`src/rtl/core/wmn_sqrt.sv`:
```
`default_nettype none
// Integer square root, one root bit per stage, RW stages.
module wmn_sqrt #(
  parameter int RW   = 24,
  parameter int SB_W = 33
) (
  input  wire logic              clk,
  input  wire logic              rst,
  input  wire logic              en,
  input  wire logic              in_valid,
  input  wire logic [2*RW-1:0]   in_rad,
  input  wire logic [SB_W-1:0]   in_side,
  output logic                   out_valid,
  output logic [RW-1:0]          out_root,
  output logic [SB_W-1:0]        out_side
);

  logic            vld  [0:RW];
  logic [RW:0]     rem  [0:RW];
  logic [RW-1:0]   root [0:RW];
  logic [2*RW-1:0] rad  [0:RW];
  logic [SB_W-1:0] side [0:RW];

  assign vld[0]  = in_valid;
  assign rem[0]  = '0;
  assign root[0] = '0;
  assign rad[0]  = in_rad;
  assign side[0] = in_side;

  for (genvar k = 0; k < RW; k++) begin : g_stage
    logic [RW+1:0] rem_sh;
    logic [RW+1:0] trial;
    logic          ge;

    always_comb begin
      rem_sh = {rem[k][RW-1:0], rad[k][2*RW-1 -: 2]};
      trial  = {root[k], 2'b01};
      ge     = (rem_sh >= trial);
    end

    always_ff @(posedge clk) begin
      if (rst) begin
        vld[k+1] <= 1'b0;
      end else if (en) begin
        vld[k+1] <= vld[k];
      end
      if (en) begin
        rem[k+1]  <= ge ? (RW+1)'(rem_sh - trial) : (RW+1)'(rem_sh);
        root[k+1] <= {root[k][RW-2:0], ge};
        rad[k+1]  <= {rad[k][2*RW-3:0], 2'b00};
        side[k+1] <= side[k];
      end
    end
  end

  assign out_valid = vld[RW];
  assign out_root  = root[RW];
  assign out_side  = side[RW];

endmodule
`default_nettype wire

```
`config.mk`:
```
export PLATFORM = sky130hd
export DESIGN_NAME = wmn_sqrt
export DESIGN_NICKNAME = d
export VERILOG_FILES = /design/src/rtl/core/wmn_sqrt.sv
export SDC_FILE = /design/constraint.sdc
export NUM_CORES = 2
export LEC_CHECK = 0
export BUFFER_PORTS_ARGS = -buffer_cell sky130_fd_sc_hd__buf_4
export CAP_MARGIN = 25
export CORE_UTILIZATION = 55
export DETAILED_ROUTE_END_ITERATION = 10
export PLACE_DENSITY = 0.81
export SLEW_MARGIN = 15
export SYNTH_ARGS = -nofsm -noshare
export SYNTH_HDL_FRONTEND = slang
export SYNTH_SLANG_ARGS = --single-unit
```
`constraint.sdc`:
```
create_clock -name clk -period 3.2 [get_ports clk]
set_input_delay 0.32 -clock clk [delete_from_list [all_inputs] [get_ports clk]]
set_output_delay 0.32 -clock clk [all_outputs]
set_load 0.005 [all_outputs]
```
# --- Word-level counts from Yosys, hierarchy flattened ---
# Index checks and enable logic that the tools add are counted.
# Widths: inputs -> output; s select.
word_totals:
  wordCells: 189
  reg_bits: 2199
  input_bits: 85
  out_inout_bits: 58
classes:
  n_mux: 23
  n_lt_le_gt_ge: 24
  n_addsub: 23
op_table:
  columns: ["operator", "n"]
  rows:
  - ["$mux 24", 22]
  - ["$ge 26x10->1", 1]
  - ["$ge 26x11->1", 1]
  - ["$ge 26x12->1", 1]
  - ["$ge 26x13->1", 1]
  - ["$ge 26x14->1", 1]
  - ["$ge 26x15->1", 1]
  - ["$ge 26x16->1", 1]
  - ["$ge 26x17->1", 1]
  - ["$ge 26x18->1", 1]
  - ["$ge 26x19->1", 1]
  - ["$ge 26x20->1", 1]
  - ["$ge 26x21->1", 1]
  - ["$ge 26x22->1", 1]
  - ["$ge 26x23->1", 1]
  - ["$ge 26x24->1", 1]
  - ["$ge 26x25->1", 1]
  - ["$ge 26x3->1", 1]
  - ["$ge 26x4->1", 1]
  - ["$ge 26x5->1", 1]
  - ["$ge 26x6->1", 1]
  - ["$ge 26x7->1", 1]
  - ["$ge 26x8->1", 1]
  - ["$ge 26x9->1", 1]
  - ["25 further kinds", 25]

# --- Longest topological paths before layout ---
depth:
  ltp_word: 2
  depth_mapped: 14
  depth_no_buf: 12

# --- Worst setup path before layout ---
# No wires, ideal clock.
synth_path:
  path_kind: "register to register"
  start: "reg rem, in the netlist g_stage[22].rem_sh[2]"
  end: "reg rem, in the netlist g_stage[23].rem_sh[17] (data pin)"
  path_buffers: 2
  setup_slack_ps: -203
  required_time_ps: 2940
  setup_ps: 260
  arrival_time_ps: 3144
  period_less_slack_ps: 3403
  stages_incl_launch_ff: 13
  cell_sequence: "edfxtp_1 -> ha_1 -> nor2b_1 -> o2111a_1 -> or3_1 -> nand3_1 -> a21o_1 -> a21oi_1 -> a2111oi_0 -> o21a_1 -> buf_2 -> buf_2 -> mux2_2"
synth_between:
  elab_chain_cells: 2
  elab_cells_between_ends: 3
  cone_classes: "1 x add/sub; 1 x order compare; 1 x mux"
synth_lines:
  columns: ["item", "line", "text"]
  rows:
  - ["start: declaration", "19", "logic [RW:0] rem [0:RW];"]
  - ["start signal: indexed assignment", "48", "rem[k+1] <= ge ? (RW+1)'(rem_sh - trial) : (RW+1)'(rem_sh);"]
  - ["$sub 24x24->24 / $ge 26x24->1 (equally long branches)", "48, 38", null]
  - ["$mux 24 (*)", "48", null]
# Every way passes the cells marked *; elsewhere a longest branch is shown, timed or not.
# A chain may end at the register's enable or synchronous reset.

# --- Worst setup path in the final report ---
layout_path:
  start: "reg root, in the netlist g_stage[22].trial[2]"
  end: "reg rem, in the netlist g_stage[23].rem_sh[24] (data pin)"
layout_between:
  elab_chain_cells: 2
  elab_cells_between_ends: 3
  cone_classes: "1 x add/sub; 1 x order compare; 1 x mux"
layout_lines:
  columns: ["item", "line", "text"]
  rows:
  - ["start: declaration", "20", "logic [RW-1:0] root [0:RW];"]
  - ["start signal: indexed assignment", "49", "root[k+1] <= {root[k][RW-2:0], ge};"]
  - ["$sub 24x24->24 / $ge 26x24->1 (equally long branches)", "48, 38", null]
  - ["$mux 24 (*)", "48", null]
# Marked as above.

==> impl_results.md <==
- Status: finished clean
- Min Tclk post-route: roughly 3200 ps
- Sequential fraction of the synthesis area: 0.744
- Core ar.: 159000 um^2
- Pre-CTS WS: -106 ps
- Final worst slack: between 20 and 25 ps
- DRC viols: 0
- GPL Wtd Cong: slightly above 0.9
- Worst Setup Start Kind: flop
- Die Wd: between 400 and 500 um
- Top cell type's share of synthesized area: 0.739
- IO Pins: about 140
- Worst hold path type: in -> reg
- Routed WL: roughly 150 mm
- Gr usage total: 0.181
- Hpwl dp: just under 100 mm
- Vias per inst: roughly 5.4
- Area leader, netlist: edfxtp_1
- Post-Syn Area per Cell: 15.6 um^2
- Placed Area: between 90000 and 100000 um^2
- Largest net degree at the start of global routing: approximately 140
- Final setup TNS: 0 ps
- Final number of setup-violating endpoints: 0
- Critical path class: reg -> reg
- Max_cap viols: 0
- Worst ir drop on vdd: roughly 0.76 mV
- CP peak stage delay: just over 400 ps
- Clk pin slew, worst setup/hold paths: ~60 ps
- # nets final: about 6.6k
- Detail Route Antenna Nets: 0
- Synth Cell Area: slightly below 90000 um^2
- Clk_lat worst skew: 830 ps
- Initial antenna violation count: 1
- Ys flop type: edfxtp_1
- DIE HEIGHT: approximately 400 um
- 1st-iter DRT viols: 3161
- Gate Count Post-Synth: about 5.6k
- Length of the first detailed-routing pass in iterations: 6
- Slew Limit Fails: 0
- PortBufs: between 100 and 150
- Worst path cell trace: inv_2, ha_4, nor2b_4, o2111a_1, or3_4, nand3_2, a21o_1, a21oi_2, a2111oi_4, o21a_2, clkbuf_16, mux2_4
- Area contributors post-synth: edfxtp_1 74%, ha_1 4.6%, xnor2_1 2.2%
- H-tree Lvls: 4
- Via count: roughly 46k
- Initial core utilization: 0.555
- Critical path data arrival time: between 3000 and 4000 ps
- Pleak: ~38 nW
- Synthesis Warnings: 0
- Total clock buffers created by CTS: ~210
- Drt wl/cell: 17.5 um
- Tcrit/Tclk final: 0.992
- CP Capture Type: flop
- First-pass GRT wire length: 234 mm
- Site Rows: between 100 and 150
- CTS tree: done
- Share of cells above drive strength 1: 0.135
- Hold violation total from the final report: 0
- Power Density: 712 nW/um^2
- Max Freq: approximately 310 MHz
- RSZ-0062 raised after global routing: true
- P&R area growth vs syn: 15.4%
- Clk_skew: 31.3 ps
- Total grt overflow: 0
- Actual slew at the worst max-slew pin: roughly 820 ps
- CTS Buffer Depth: 3
- Number of enable flip-flop cells after synthesis: 2166
- Final instance area: just over 100000 um^2
- Synth cell count leaders: 2166 x edfxtp_1, 401 x inv_1, 325 x ha_1, 297 x nand2_1, 287 x nor2_1
- Vias in the first global route: approximately 45k
- Root Driver: clkbuf_16
- Non-Filler Instances: ~8.4k
- #FFs+latches synth: approximately 2.2k
- Clock sink count: approximately 2.2k
- Dpl cells: slightly below 8k
- Req. time, crit path: approximately 3800 ps
- Syn_nets: approximately 6.1k
- Critical Path Fanout Max: 6
- Synth cell types: 84
- Share of flip-flops with an asynchronous set or reset: 0
- DIE AREA: between 150000 and 200000 um^2
- Slowest cell on crit path: edfxtp_1
- Count leader, synth: edfxtp_1
- Max transition margin: 0.451
-- final timing paths --
check | to | startpoint | slack, ps | depth (start not counted)
hold / removal | rad[1108] | in_rad[2] | 210 | 2
setup / recovery | g_stage[23].rem_sh[24] | g_stage[22].trial[2] | 20 | 12
setup reg to reg | g_stage[23].rem_sh[24] | g_stage[22].trial[2] | 20 | 12
hold reg to reg | side[581] | side[614] | 400 | 0
-- area by class of cell --
class / instances / area, um^2
clock inverter: 145 / 1440
clock buffer: 253 / 5640
inverter: 403 / 1510
antenna: 1 / 2.50
fill: 11000 / 57000
sequential: 2190 / 65500
timing repair buffer: 442 / 3980
multi-input combinational: 2938 / 20900
tap: 2072 / 2590
-- worst max-delay path, delay by kind of cell, from the launching register on --
kind | cells | cell delay, ps
compound gates | 5 | 1150
fa+ha+maj | 1 | 200
buf+inv | 2 | 310
flops | 1 | 410
mux | 1 | 290
simple gates | 3 | 550
-- kinds of logic after synthesis --
| family | Yosys count | share of synthesized area |
|---|---|---|
| XOR/XNOR | 419 | 0.0417 |
| adder cells (fa/ha/maj) | 325 | 0.0462 |
| buffers and inverters | 516 | 0.0235 |
| flip-flops | 2190 | 0.744 |
| other | 1 | 0.0000426 |
| multiplexers | 111 | 0.0137 |
| AND/OR/NAND/NOR | 1179 | 0.0666 |
| AO/OA/AOI/OAI | 903 | 0.0637 |
-- metal layers --
layer	vias to the layer above	GRT usage	share of wire
met5	-	0	0
met4	0	0.0670	0.033
met3	345	0.0339	0.048
met2	1115	0.309	0.50
met1	21900	0.232	0.42
li1	22300	-	-
-- power by group --
part | total, W | internal (W) | switching, W
clock network | 0.0249 | 0.0144 | 0.0106
registers | 0.0366 | 0.0351 | 0.00151
logic | 0.0108 | 0.00503 | 0.00575
total | 0.0723 | 0.0545 | 0.0178
-- cell usage in the layout (no fill, tap or decap), drive strengths merged, types with 34 or more instances in the layout --
master,n
a21o,111
nor4,62
ha,325
dlygate4sd3,86
nand2,297
nor3,121
nand2b,63
o21ai,246
edfxtp,2166
a21oi,276
xor2,195
mux2,77
xnor2,224
nor2b,46
clkinv,97
clkbuf,255
o21a,55
mux2i,34
o31ai,36
nand3,75
inv,416
nand4,47
buf,354
nor2,287
-- flip-flops by register name (all words and copies together) (netlist names) --
register and cells:
g_stage.rem_sh 568, g_stage.trial 276, out_root 24, out_side 33
out_valid 1, rad 506, side 759, vld 23
-- metrics by stage --
stage | hold WS, ps | utilization | power [W]
6_report | 208 | 0.641 | 0.0723
5_1_grt | 155 | 0.641 | 0.0754
4_1_cts | 132 | 0.637 | 0.0725
3_5_place_dp | 405 | 0.587 | 0.0473
3_3_place_gp | 400 | 0.587 | 0.0469
2_1_floorplan | 392 | - | 0.0437
-- repair_timing --
item	CTS	global route
pin swaps	2	12
buffers inserted	0	8
hold buffers	86	0
hold endpoints to repair	137	0
gates cloned	0	3
endpoints found under the setup margin	33	195
gates resized for setup	5	102
Power figures use the tool's default switching activity.
